**src/rtl/bam_pkg.sv**
```systemverilog
// ----------------------------------------------------------------------------
// bam_pkg: block average mosaic shared types and constants
// Pixel and result payloads, job record passed from front to back, widths.
// ----------------------------------------------------------------------------
package bam_pkg;

  localparam int MAX_REGION_WIDTH = 4096;
  localparam int MAX_BLOCK_SIZE   = 64;
  localparam int HEIGHT_LIMIT     = 4096;

  localparam int CHAN_W = 8;
  localparam int NCH    = 4;
  localparam int DIM_W  = 13;                                   // region width/height regs
  localparam int BS_W   = $clog2(MAX_BLOCK_SIZE + 1);           // block size reg
  localparam int OFF_W  = $clog2(MAX_BLOCK_SIZE);               // offset inside a block
  localparam int COL_W  = $clog2(MAX_REGION_WIDTH);             // x, block column
  localparam int ROW_W  = 12;                                   // y, block row
  localparam int CNT_W  = $clog2(MAX_BLOCK_SIZE * MAX_BLOCK_SIZE + 1);
  localparam int SUM_W  = CNT_W + CHAN_W - 1;                   // holds bs*bs*255
  localparam int STEP_W = $clog2(CHAN_W);
  localparam int JQ_DEPTH = 2;

  localparam int CFG_W   = 13;
  localparam int CFG_A_W = 2;
  localparam logic [CFG_A_W-1:0] REG_BLOCK_SIZE    = 2'd0;
  localparam logic [CFG_A_W-1:0] REG_REGION_WIDTH  = 2'd1;
  localparam logic [CFG_A_W-1:0] REG_REGION_HEIGHT = 2'd2;

  localparam logic [BS_W-1:0]  BS_RESET = BS_W'(8);
  localparam logic [DIM_W-1:0] W_RESET  = DIM_W'(1024);
  localparam logic [DIM_W-1:0] H_RESET  = DIM_W'(768);

  typedef struct packed {
    logic [CHAN_W-1:0] red;
    logic [CHAN_W-1:0] green;
    logic [CHAN_W-1:0] blue;
    logic [CHAN_W-1:0] alpha;
  } pixel_t;

  typedef struct packed {
    logic [11:0]       block_col;
    logic [11:0]       block_row;
    logic [CHAN_W-1:0] avg_red;
    logic [CHAN_W-1:0] avg_green;
    logic [CHAN_W-1:0] avg_blue;
    logic [CHAN_W-1:0] avg_alpha;
    logic              final_block;
  } result_t;

  typedef logic [NCH-1:0][SUM_W-1:0] sums_t;   // index 0 red .. 3 alpha

  // effective (clamped) geometry
  typedef struct packed {
    logic [BS_W-1:0]  bs;
    logic [DIM_W-1:0] w;
    logic [DIM_W-1:0] h;
  } geom_t;

  typedef struct packed {
    logic [COL_W-1:0] col;
    logic [ROW_W-1:0] row;
    sums_t            sums;
    logic [CNT_W-1:0] cnt;
    logic             last;
  } job_t;

endpackage

```
**src/rtl/bam_jobq.sv**
```systemverilog
// ----------------------------------------------------------------------------
// bam_jobq: short job queue between front and back
// Holds finished block sums until the divider takes them.
// ----------------------------------------------------------------------------
module bam_jobq import bam_pkg::*; (
  input  logic clk,
  input  logic rst,
  input  logic push,
  input  job_t din,
  output logic ready,
  output logic valid,
  input  logic pop,
  output job_t dout
);

  localparam int PTR_W = $clog2(JQ_DEPTH);
  localparam int CNT_QW = $clog2(JQ_DEPTH + 1);

  job_t              slots [JQ_DEPTH];
  logic [PTR_W-1:0]  wr_ptr, rd_ptr;
  logic [CNT_QW-1:0] count;

  assign ready = (count != CNT_QW'(JQ_DEPTH));
  assign valid = (count != '0);
  assign dout  = slots[rd_ptr];

  always_ff @(posedge clk) begin
    if (push) begin
      slots[wr_ptr] <= din;
    end
    if (rst) begin
      wr_ptr <= '0;
      rd_ptr <= '0;
      count  <= '0;
    end else begin
      if (push) begin
        wr_ptr <= (wr_ptr == PTR_W'(JQ_DEPTH - 1)) ? '0 : wr_ptr + PTR_W'(1);
      end
      if (pop) begin
        rd_ptr <= (rd_ptr == PTR_W'(JQ_DEPTH - 1)) ? '0 : rd_ptr + PTR_W'(1);
      end
      count <= count + CNT_QW'(push) - CNT_QW'(pop);
    end
  end

endmodule

```
**config.mk**
```make
export PLATFORM = sky130hd
export DESIGN_NAME = bam_jobq
export DESIGN_NICKNAME = d
export VERILOG_FILES = /design/src/rtl/bam_pkg.sv /design/src/rtl/bam_jobq.sv
export SDC_FILE = /design/constraint.sdc
export NUM_CORES = 1
export LEC_CHECK = 0
export BUFFER_PORTS_ARGS = -buffer_cell sky130_fd_sc_hd__buf_4
export CAP_MARGIN = 15
export CORE_UTILIZATION = 45
export DETAILED_ROUTE_END_ITERATION = 10
export PLACE_DENSITY = 0.7
export SYNTH_ARGS = -nofsm -noshare
export SYNTH_HDL_FRONTEND = slang
export SYNTH_SLANG_ARGS = --single-unit
```
**constraint.sdc**
```tcl
create_clock -name clk -period 11.75 [get_ports clk]
set_input_delay 0.5875 -clock clk [delete_from_list [all_inputs] [get_ports clk]]
set_output_delay 0.5875 -clock clk [all_outputs]
set_load 0.01 [all_outputs]
```
==> reports/qor.csv <==
stage;metric;value;unit
worst_setup_path;critical path class;flop to primary output;
route;Iteration-0 DRC Markers;196;
power;Max IR drop VDD;0.1230;mV
worst_setup_path;Worst Path Arrival;2.85;ns
global_route;initial antenna violation count;0;
die;die area;20110;µm²
clocking;H-tree depth;1;
route;DRC errors left;0;
route;final wirelength;16270;µm
timing;fin crit period;3.437;ns
clocking;cts repair resizes;0;
power;Cell Int Power;0.001570;W
global_route;first-pass GRT wire length;24180;µm
clocking;maximum clock insertion buffer count;3;
yosys;top cell type's share of synthesized area;80.56;%
clocking;CTS tree;built;
yosys;most instantiated cells after synthesis;edfxtp_1 (236), mux2_2 (98), mux2_4 (20);
timing;Final Cycle Share;29.25;%
power;Comb power frac;12.3;%
power;Switching Share;20.94;%
worst_hold_path;hold path depth;1;
die;core footprint;18960;µm²
timing;# setup viols final;0;
yosys;register area share after synthesis;81.70;%
timing;Final Hold Violating Endpoints;0;
yosys;Yosys cell types;15;
die;# IOs;242;
power;Reg power frac;51.5;%
timing;RSZ-0062 raised after global routing;no;
clocking;Root Driver;clkbuf_16;
die;Die Ht;141.8;µm
worst_setup_path;required time worst endpoint;11.16;ns
route;M1 wire length;6331;µm
worst_setup_path;CP Launch Type;flop;
die;chip width;141.8;µm
yosys;area leader, netlist;edfxtp_1;
cells_and_area;final core utilization;61.38;%
route;met3 wire length;1325;µm
power;Pwr Density;170.7;nW/µm²
outcome;status;completed;
cells_and_area;synthesis-to-layout area growth;32.26;%
clocking;worst skew pair latency;0.49;ns
worst_hold_path;class of the worst hold path;input pin to flop;
timing;actual slew at the worst max-slew pin;1.132;ns
timing;Min Hold Slack;0.2760;ns
die;initial core utilization;46.41;%
route;Final ANT Viol Nets;0;
placed_design;dpl cell area;10880;µm²
timing;final slew viol count;0;
yosys;synth warn;0;
placed_design;GP Congestion;0.7376;
timing;Layout Skew;0.004035;ns
timing;Fmax;290.9;MHz
run;MaxCap Viol Count;0;
die;Rows;50;
clocking;Post-CTS Setup Bufs;0;
cells_and_area;layout cell share with drive strength beyond 1;59.88;%
cells_and_area;nets@finish;770;
route;DR WL/cell;17.63;µm
clocking;number of buffers created by CTS;25;
clocking;clk slew on worst S/H paths;0.06;ns
placed_design;DP HPWL;10540;µm
clocking;CTS Sinks;241;
global_route;gr usage total;15.76;%
cells_and_area;final instance area;11630;µm²
power;clock share of power;36.2;%
yosys;#FFs+latches synth;241;
power;Pwr Total;0.001986;W
yosys;Synth Flop Type;edfxtp_1;
clocking;Hold-fix buffers, CTS;0;
route;max layer used;met4;
yosys;synth top area cells;edfxtp_1 (81%), mux2_2 (13%), mux2_4 (3.4%);
power;Lkg Pwr;4.380;nW
worst_setup_path;CP endpoint kind;primary output;
route;routed vias;4437;
yosys;top-count cell post-synth;edfxtp_1;
global_route;pin count of the biggest net entering global routing;82;
worst_setup_path;CP max FO;70;
placed_design;I/O Buffers;241;
yosys;number of standard cells after synthesis;388;
worst_setup_path;worst r2r path cells;2;
yosys;Synth Cell Area;8797;µm²
cells_and_area;Antenna diodes;0;
yosys;Avg Inst Size Synth;22.67;µm²
yosys;Post-synth EDFFs;236;
yosys;Mapped Nets;512;
global_route;gr ovfl total;0;
timing;Slew Limit Headroom;24.53;%
global_route;vias in the first global route;4658;
route;vias per cell;4.807;
route;WL met2;8178;µm
yosys;async set-or-reset flop fraction in the synthesized netlist;0;%
route;Pre-antenna DRT Iters;4;
power;net load switching power;0.0004160;W
timing;final setup TNS;0;ns
## flip-flops by register name, summed over array words and instances, names as in the netlist, named ones only
name and cells:
slots 236, count 2, rd_ptr 1, wr_ptr 1
## layout make-up
type                       count  area (µm²)
clock inverter                16       120.1
clock buffer                  28       636.9
fill                        1386        7321
inverter                       2       7.507
sequential                   241        7191
multi-input combinational    132        1523
tap                          260       325.3
timing repair buffer         244        1832
## cells in the final DEF, fill, tap and decap left out
| cell | Yosys | routed |
|---|---|---|
| clkinv_2 | 0 | 3 |
| edfxtp_1 | 236 | 236 |
| clkbuf_16 | 0 | 25 |
| buf_4 | 0 | 244 |
| or2_2 | 1 | 1 |
| clkinvlp_4 | 0 | 1 |
| inv_1 | 2 | 2 |
| nor2b_4 | 0 | 1 |
| dfxtp_4 | 0 | 1 |
| ha_1 | 2 | 2 |
| bufinv_16 | 0 | 2 |
| mux2_4 | 20 | 20 |
| clkbuf_1 | 0 | 3 |
| nor2b_1 | 2 | 1 |
| clkinv_1 | 0 | 10 |
| nand2_1 | 1 | 1 |
| nor2_1 | 4 | 4 |
| dfxtp_1 | 5 | 4 |
| xnor2_1 | 2 | 2 |
| and2_4 | 0 | 1 |
| xnor3_1 | 1 | 1 |
| mux2_2 | 98 | 98 |
## cell families after synthesis
family                   Yosys count  synth area share, %
AND/OR/NAND/NOR                    9               0.4978
multiplexers                     118                15.96
adder cells (fa/ha/maj)            2               0.2844
XOR/XNOR                           3               0.4551
flip-flops                       241                81.70
buffers and inverters             15                1.109
## routing by layer
layer	global-route usage, %	vias to the layer above
li1	-	2048
met1	18.82	2181
met2	27.25	173
met3	4.725	35
met4	5.207	0
met5	0	-
## final timing paths
check,from,end,slack [ns]
max,flop,dout[27],8.31
min reg2reg,rd_ptr,rd_ptr,0.52
min,din[47],slots[1][47],0.28
max reg2reg,wr_ptr,slots[0][79],9.07
## power by group through the flow
stage,combinational (W),clock [W],sequential (W)
3_5_place_dp,0.000248,0,0.00104
5_1_grt,0.000262,0.000771,0.00103
4_1_cts,0.000249,0.000738,0.00102
6_report,0.000245,0.000718,0.00102
3_3_place_gp,0.000243,0,0.00104
2_1_floorplan,0.000127,0,0.00104
## critical path: stages, from the launching register on
cell and delay, ns:
dfxtp_4 0.76, buf_4 0.89, mux2_2 0.43, buf_4 0.15
## metrics by stage
step,setup WS [ns],cells
5_1_grt,8.141,923
3_3_place_gp,8.753,879
3_5_place_dp,8.672,879
6_report,8.313,923
4_1_cts,8.249,923
2_1_floorplan,5.431,388
Note: power is estimated with default switching activity, not from simulation.
