--- src/rtl/bam_pkg.sv ---
// ----------------------------------------------------------------------------
// bam_pkg: block average mosaic shared types and constants
// Pixel and result payloads, job record passed from front to back, widths.
// ----------------------------------------------------------------------------
package bam_pkg;

  localparam int MAX_REGION_WIDTH = 4096;
  localparam int MAX_BLOCK_SIZE   = 64;
  localparam int HEIGHT_LIMIT     = 4096;

  localparam int CHAN_W = 8;
  localparam int NCH    = 4;
  localparam int DIM_W  = 13;                                   // region width/height regs
  localparam int BS_W   = $clog2(MAX_BLOCK_SIZE + 1);           // block size reg
  localparam int OFF_W  = $clog2(MAX_BLOCK_SIZE);               // offset inside a block
  localparam int COL_W  = $clog2(MAX_REGION_WIDTH);             // x, block column
  localparam int ROW_W  = 12;                                   // y, block row
  localparam int CNT_W  = $clog2(MAX_BLOCK_SIZE * MAX_BLOCK_SIZE + 1);
  localparam int SUM_W  = CNT_W + CHAN_W - 1;                   // holds bs*bs*255
  localparam int STEP_W = $clog2(CHAN_W);
  localparam int JQ_DEPTH = 2;

  localparam int CFG_W   = 13;
  localparam int CFG_A_W = 2;
  localparam logic [CFG_A_W-1:0] REG_BLOCK_SIZE    = 2'd0;
  localparam logic [CFG_A_W-1:0] REG_REGION_WIDTH  = 2'd1;
  localparam logic [CFG_A_W-1:0] REG_REGION_HEIGHT = 2'd2;

  localparam logic [BS_W-1:0]  BS_RESET = BS_W'(8);
  localparam logic [DIM_W-1:0] W_RESET  = DIM_W'(1024);
  localparam logic [DIM_W-1:0] H_RESET  = DIM_W'(768);

  typedef struct packed {
    logic [CHAN_W-1:0] red;
    logic [CHAN_W-1:0] green;
    logic [CHAN_W-1:0] blue;
    logic [CHAN_W-1:0] alpha;
  } pixel_t;

  typedef struct packed {
    logic [11:0]       block_col;
    logic [11:0]       block_row;
    logic [CHAN_W-1:0] avg_red;
    logic [CHAN_W-1:0] avg_green;
    logic [CHAN_W-1:0] avg_blue;
    logic [CHAN_W-1:0] avg_alpha;
    logic              final_block;
  } result_t;

  typedef logic [NCH-1:0][SUM_W-1:0] sums_t;   // index 0 red .. 3 alpha

  // effective (clamped) geometry
  typedef struct packed {
    logic [BS_W-1:0]  bs;
    logic [DIM_W-1:0] w;
    logic [DIM_W-1:0] h;
  } geom_t;

  typedef struct packed {
    logic [COL_W-1:0] col;
    logic [ROW_W-1:0] row;
    sums_t            sums;
    logic [CNT_W-1:0] cnt;
    logic             last;
  } job_t;

endpackage

--- src/rtl/bam_back.sv ---
// ----------------------------------------------------------------------------
// bam_back: block averaging
// Restoring divider, one quotient bit per cycle on all four channels at
// once, then an output register presented as the result queue head.
// ----------------------------------------------------------------------------
module bam_back import bam_pkg::*; (
  input  logic    clk,
  input  logic    rst,
  input  logic    job_valid,
  input  job_t    job,
  output logic    job_pop,
  output logic    empty,
  input  logic    pop,
  output result_t result
);

  logic                       div_busy, done, out_valid;
  logic [STEP_W-1:0]          step;
  logic [NCH-1:0][SUM_W-1:0]  rem;
  logic [NCH-1:0][CHAN_W-1:0] quo;
  logic [SUM_W-1:0]           dvs;
  logic [COL_W-1:0]           col_q;
  logic [ROW_W-1:0]           row_q;
  logic                       last_q, load_out;

  assign empty    = !out_valid;
  assign job_pop  = job_valid && !div_busy && !done;
  assign load_out = done && (!out_valid || pop);

  always_ff @(posedge clk) begin
    if (rst) begin
      div_busy  <= 1'b0;
      done      <= 1'b0;
      out_valid <= 1'b0;
    end else begin
      if (job_pop) begin
        rem      <= job.sums;
        quo      <= '0;
        dvs      <= SUM_W'(job.cnt) << (CHAN_W - 1);
        step     <= '0;
        col_q    <= job.col;
        row_q    <= job.row;
        last_q   <= job.last;
        div_busy <= 1'b1;
      end else if (div_busy) begin
        for (int c = 0; c < NCH; c++) begin
          if (rem[c] >= dvs) begin
            rem[c] <= rem[c] - dvs;
            quo[c] <= {quo[c][CHAN_W-2:0], 1'b1};
          end else begin
            quo[c] <= {quo[c][CHAN_W-2:0], 1'b0};
          end
        end
        dvs  <= dvs >> 1;
        step <= step + STEP_W'(1);
        if (step == STEP_W'(CHAN_W - 1)) begin
          div_busy <= 1'b0;
          done     <= 1'b1;
        end
      end
      if (load_out) begin
        done                <= 1'b0;
        out_valid           <= 1'b1;
        result.block_col    <= col_q;
        result.block_row    <= row_q;
        result.avg_red      <= quo[0];
        result.avg_green    <= quo[1];
        result.avg_blue     <= quo[2];
        result.avg_alpha    <= quo[3];
        result.final_block  <= last_q;
      end else if (pop) begin
        out_valid <= 1'b0;
      end
    end
  end

endmodule

--- config.mk ---
export PLATFORM = sky130hd
export DESIGN_NAME = bam_back
export DESIGN_NICKNAME = d
export VERILOG_FILES = /design/src/rtl/bam_pkg.sv /design/src/rtl/bam_back.sv
export SDC_FILE = /design/constraint.sdc
export NUM_CORES = 1
export LEC_CHECK = 0
export ABC_CLOCK_PERIOD_IN_PS = 6850
export BUFFER_PORTS_ARGS = -buffer_cell sky130_fd_sc_hd__buf_2
export CAP_MARGIN = 0
export CORE_UTILIZATION = 58
export CTS_BUF_LIST = sky130_fd_sc_hd__clkbuf_4 sky130_fd_sc_hd__clkbuf_8 sky130_fd_sc_hd__clkbuf_16
export DETAILED_ROUTE_END_ITERATION = 10
export PLACE_DENSITY = 0.9
export REMOVE_ABC_BUFFERS = 1
export SLEW_MARGIN = 5
export SYNTH_ARGS = -nofsm -noshare
export SYNTH_HDL_FRONTEND = slang
export SYNTH_SLANG_ARGS = --single-unit
--- constraint.sdc ---
create_clock -name clk -period 6.85 [get_ports clk]
set_clock_uncertainty 0.2 [all_clocks]
set_input_delay 0.685 -clock clk [delete_from_list [all_inputs] [get_ports clk]]
set_output_delay 0.685 -clock clk [all_outputs]
set_load 0.05 [all_outputs]
==> flow_summary.json, run 1 <==
{
  "ys.warnings.count": 0,
  "ios": 181,
  "final.period_utilization_pct": 59.9,
  "dr.pass1.iters": 5,
  "grt_max_degree": 88,
  "async_flop_share_pct": 0,
  "synth_area_um2": 11800,
  "synthDistinctLibCells": 62,
  "hold_violations": 0,
  "cap_viol_max_count": 0,
  "synth_top_area_share_pct": 55.2,
  "ant_nets": 0,
  "viasPerCell": 5.94,
  "syn2layout_area_growth_pct": 16.0,
  "holdWs_ns": 0.143,
  "start_util_pct": 59.9,
  "fin_setup_tns_ns": 0,
  "status": "finished, final reports clean",
  "grt_pass1_vias": 8651,
  "routabilityCongestion": 0.939,
  "crit_required_ns": 6.78,
  "cts_hold_buf": 0,
  "synthFlopType": "edfxtp_1",
  "cts_setup_buffers": 0,
  "remaining_drc_errors": 0,
  "portBuffers": 180,
  "ir_drop_mv": 0.229,
  "grt_antenna_before_repair": 0,
  "seq_area_frac_synth_pct": 55.7,
  "synth-edff-count": 217,
  "slew_violations": 0,
  "fin_crit_ns": 4.10,
  "p_leak_nw": 5.52,
  "crit_path_max_fanout": 20,
  "synthTopCellsByArea": "edfxtp_1 55%, ha_1 8.7%, a21oi_1 4.7%",
  "syn_area_per_cell_um2": 11.2,
  "vias": 8974,
  "totalWireLength_um": 27000,
  "min_from": "job[102]",
  "arrival_ns": 4.04,
  "numCtsBuffers": 23,
  "maxClockFrequency_ghz": 0.244,
  "end_kind": "flip-flop",
  "start_kind": "flip-flop",
  "synth-seq-cells": 220,
  "overflow": 0,
  "clock_sinks": 220,
  "cts_root_buffer": "clkbuf_16",
  "finalSetupViolations": 0,
  "dieHeight_um": 145,
  "drt_iter0_drc": 684,
  "drive_gt1_share_pct": 19.1,
  "startpoint": "dvs[0]",
  "hpwl_um": 19400,
  "clk_path_buf_depth": 3,
  "synth_top_area_cell": "edfxtp_1",
  "h-tree-depth": 1,
  "clkLatencyLatePin_ns": 0.53,
  "timing_worst_setup_path_type": "reg2reg",
  "wl_per_cell_um": 17.9,
  "grt_pass1_wl_um": 42600,
  "p_per_area_nw_per_um2": 274,
  "fp.coreArea_um2": 19700,
  "rsz0062_at_grt": "false",
  "syn-instance-count": 1054,
  "rows": 51,
  "worstMarginPinSlew_ns": 1.30,
  "dieArea_um2": 20900,
  "fillers": 1453,
  "clk_pin_slew_ns": 0.06,
  "nNetsFinal": 1437,
  "cts_tree": "yes",
  "cts_resized": 0,
  "grtUsageTotal_pct": 26.5,
  "hp-class": "in2reg",
  "die_w_um": 145,
  "slew_headroom_pct": 13.4,
  "rr_startpoint": "dvs[0]"
}
-- cell usage after synthesis (3+ instances only) --
cell type  instances
nor2b_1           13
nor3_1            16
o31a_1             4
fa_1               4
o21bai_1           3
a311oi_1           4
a21o_1            27
o22ai_1            3
edfxtp_1         217
xnor2_1           24
a31oi_1            9
o211ai_1           8
nand4_1            7
a221oi_1           4
nor4_1             3
xor2_1            37
nand2_1           86
o21a_1             9
nand2b_1          14
and3_1            11
a211oi_1          11
or3_1              3
inv_1             41
a21oi_1          112
o21ai_0           73
dfxtp_1            3
and2_1            35
nor4b_1            3
clkbuf_1          32
nor2_1            94
nand3_1           19
ha_1              82
o31ai_1            7
-- final timing paths --
path | to | slack, ns | cells past startpoint
min reg2reg | result[32] | 0.22 | 0
min | row_q[8] | 0.14 | 1
max | rem[49] | 2.75 | 9
max reg2reg | rem[49] | 2.75 | 9
-- cells by family after synthesis --
family,synth area share (%)
buffers and inverters,2.42
and+or+nand+nor,12.5
adders and majority gates,9.36
DFF,55.7
AOI/OAI and AO/OA,15.5
xor gates and xnor gates,4.52
muxes,0.0953
-- final cells by class --
type | count | area (µm²) | share of cell area, %
Antenna cell | 1 | 2.50 | 0.0183
Timing Repair Buffer | 184 | 931 | 6.80
Sequential cell | 220 | 6580 | 48.0
Inverter | 42 | 159 | 1.16
Tap cell | 265 | 332 | 2.42
Clock inverter | 16 | 124 | 0.904
Clock buffer | 26 | 598 | 4.37
Multi-Input combinational cell | 758 | 4980 | 36.3
-- critical path, stage by stage (launching register included) --
cell and delay, ns:
edfxtp_1 0.49, ha_1 0.28, fa_1 0.42, nor2b_1 0.21
o2111ai_1 0.16, and4b_1 0.26, o31ai_1 0.44, or3_1 0.18
a221oi_1 0.09, a21oi_2 0.96
-- layout by cell type (no fill, tap or decap), drive strengths merged, types with 11 or more instances in the layout --
master / count
edfxtp: 217
buf: 184
a21oi: 113
nor2: 94
nand2: 86
ha: 82
o21ai: 75
inv: 42
xor2: 37
and2: 35
a21o: 27
clkbuf: 26
xnor2: 24
nand3: 19
nor3: 16
nand2b: 15
nor2b: 13
clkinv: 12
a211oi: 11
and3: 11
-- power breakdown --
| group | internal [mW] | switching [mW] |
|---|---|---|
| registers | 1.62 | 0.0329 |
| clock network | 0.673 | 0.520 |
| logic | 0.358 | 0.541 |
-- routing by layer --
| layer | vias up | track usage [%] | routed length (µm) |
|---|---|---|---|
| li1 | 4276 | - | - |
| met1 | 4199 | 33.9 | 11200 |
| met2 | 414 | 44.2 | 12700 |
| met3 | 85 | 4.84 | 2070 |
| met4 | 0 | 11.2 | 1040 |
| met5 | - | 1.00 | 0 |
-- flip-flops by register name (all words and copies together), names as in the netlist --
signal / count
rem: 80
result: 57
quo: 32
dvs: 20
col_q: 12
row_q: 12
step: 3
div_busy: 1
done: 1
last_q: 1
out_valid: 1
-- stage by stage --
step / cell area [µm²] / utilization [%] / worst slack [ns] / power [mW] / std cells
finish: 13700 / 69.5 / 2.75 / 3.75 / 1512
detailed placement: 13000 / 65.8 / 2.87 / 2.56 / 1469
global route: 13700 / 69.5 / 2.55 / 3.92 / 1511
floorplan: 11700 / - / 1.14 / 2.33 / 1020
global placement: 13000 / 65.8 / 3.06 / 2.52 / 1469
CTS: 13700 / 69.5 / 2.82 / 3.75 / 1511
(Power assumes the default switching activity.)
==> run 2: changes to the inputs <==
--- a/config.mk
+++ b/config.mk
@@ -5,7 +5,7 @@
 export SDC_FILE = /design/constraint.sdc
 export NUM_CORES = 1
 export LEC_CHECK = 0
-export ABC_CLOCK_PERIOD_IN_PS = 6850
+export ABC_CLOCK_PERIOD_IN_PS = 3900
 export BUFFER_PORTS_ARGS = -buffer_cell sky130_fd_sc_hd__buf_2
 export CAP_MARGIN = 0
 export CORE_UTILIZATION = 58
==> constraint.sdc (replaced) <==
create_clock -name clk -period 3.9 [get_ports clk]
set_clock_uncertainty 0.2 [all_clocks]
set_input_delay 0.39 -clock clk [delete_from_list [all_inputs] [get_ports clk]]
set_output_delay 0.39 -clock clk [all_outputs]
set_load 0.05 [all_outputs]
==> flow_summary.json, run 2 (synthesized netlist as in run 1, its figures left out) <==
{
  "end_kind": "flip-flop",
  "rsz0062_at_grt": "false",
  "top_usage_layer": "met2",
  "dr.pass1.iters": 5,
  "ir_drop_mv": 0.365,
  "slew_headroom_pct": 38.4,
  "grtUsageMet3_pct": 6.05,
  "top_regs": "rem x80, result x57, quo x32",
  "grt_use_met2_pct": 51.3,
  "numCtsBuffers": 23,
  "crit_path_max_fanout": 20,
  "wl_per_cell_um": 19.2,
  "syn2layout_area_growth_pct": 23.3,
  "h-tree-depth": 1,
  "p_leak_nw": 5.91,
  "nNetsFinal": 1522,
  "slowest_delay_ns": 0.49,
  "cts_hold_buf": 73,
  "drt_iter0_drc": 704,
  "holdPathStages": 3,
  "cts_resized": 0,
  "cts_tree": "yes",
  "overflow": 0,
  "arrival_ns": 3.44,
  "totalWireLength_um": 30500,
  "slew_violations": 0,
  "utilization_pct": 73.9,
  "clkLatencyLatePin_ns": 0.53,
  "cts_root_buffer": "clkbuf_16",
  "grt_max_degree": 67,
  "fillers": 1286,
  "ios": 181,
  "crit_required_ns": 3.89,
  "ant_nets": 0,
  "largest_reg_flops": 80,
  "vias": 9409,
  "hold_violations": 1,
  "start_util_pct": 59.9,
  "crit_chain": "ha_1 -> fa_1 -> nor2b_1 -> o31a_1 -> o211ai_1 -> a21oi_1 -> o31ai_1 -> o2bb2ai_1 -> a21oi_2 -> buf_4",
  "grt_antenna_before_repair": 2,
  "hpwl_um": 19800,
  "crit_slowest_cell": "edfxtp_1",
  "hp-class": "in2reg",
  "timing_worst_setup_path_type": "reg2reg",
  "remaining_drc_errors": 0,
  "drive_gt1_share_pct": 18.7,
  "r2r_setup_slack_ns": 0.45,
  "worstMarginPinSlew_ns": 0.900,
  "dieArea_um2": 20900,
  "grtUsageMet1_pct": 36.1,
  "dieHeight_um": 145,
  "rows": 51,
  "grt_pass1_vias": 9380,
  "routabilityCongestion": 0.944,
  "viasPerCell": 5.91,
  "die_w_um": 145,
  "fin_crit_ns": 3.45,
  "holdWs_ns": -0.000700,
  "start_kind": "flip-flop",
  "maxClockFrequency_ghz": 0.290,
  "clock_sinks": 220,
  "cts_setup_buffers": 0,
  "clk_path_buf_depth": 3,
  "cap_viol_max_count": 0,
  "grt_pass1_wl_um": 47400,
  "status": "finished with violations",
  "portBuffers": 180,
  "p_per_area_nw_per_um2": 469,
  "final.period_utilization_pct": 88.5,
  "finalSetupViolations": 0,
  "fp.coreArea_um2": 19700,
  "final_cell_mix": "217 x edfxtp_1, 180 x buf_2, 108 x a21oi_1",
  "largest-register": "rem",
  "clk_pin_slew_ns": 0.06,
  "violations": "negative hold slack",
  "final_common_cell": "edfxtp_1",
  "reg2reg_depth": 10,
  "grtUsageTotal_pct": 29.6
}
==> run 2: cell count changes in the layout (fill, tap and decap cells not counted) <==
cell and delta:
clkbuf_4 +5, bufinv_16 +1, buf_4 +10, clkinv_1 -3, clkinv_4 +1, clkbuf_8 +2, clkinv_2 -7, buf_12 +1
clkinvlp_4 -3, dlygate4sd3_1 +74
==> run 2: critical path: cells and delay by family (launching register included) <==
kind	cells	cell delay, ns
DFF	1	0.49
adders and majority gates	2	0.67
and+or+nand+nor	1	0.16
AOI/OAI and AO/OA	6	1.28
buffers and inverters	1	0.31
==> run 2: final timing paths <==
check / start / end
worst max-delay path: dvs[0] / rem[25]
worst min-delay path: job[79] / rem[65]
worst max register to register: dvs[0] / rem[25]
worst min register to register: row_q[2] / result[35]
==> run 2: layout make-up <==
type                            count  area, µm²  area share, %
Multi-Input combinational cell    758       4980           34.2
Sequential cell                   220       6580           45.1
Tap cell                          265        332           2.28
Inverter                           42        159           1.09
Timing Repair Buffer              269       1770           12.1
Antenna cell                        1       2.50         0.0172
Clock inverter                      5       93.8          0.644
Clock buffer                       33        663           4.55
==> run 2: routing by layer <==
metal  up-vias  share of wire (%)
li1       4439                  -
met1      4369                 39
met2       503                 49
met3        96                8.0
met4         2                4.0
met5         -              0.033
==> run 2: metrics by stage <==
| step | power, mW | setup TNS, ns | instance area, µm² | setup WS (ns) | cells |
|---|---|---|---|---|---|
| after floorplan | 4.10 | -207.01 | 11700 | -1.81 | 1020 |
| after global placement | 4.44 | 0 | 13100 | 0.656 | 1480 |
| after detailed placement | 4.51 | 0 | 13100 | 0.538 | 1480 |
| after CTS | 6.78 | 0 | 14600 | 0.507 | 1591 |
| after global routing | 7.12 | 0 | 14600 | 0.290 | 1592 |
| final | 6.84 | 0 | 14600 | 0.447 | 1593 |
==> run 2: where the power goes <==
group	switching (mW)	internal, mW
clock network	0.929	1.32
logic	0.990	0.695
registers	0.0591	2.84
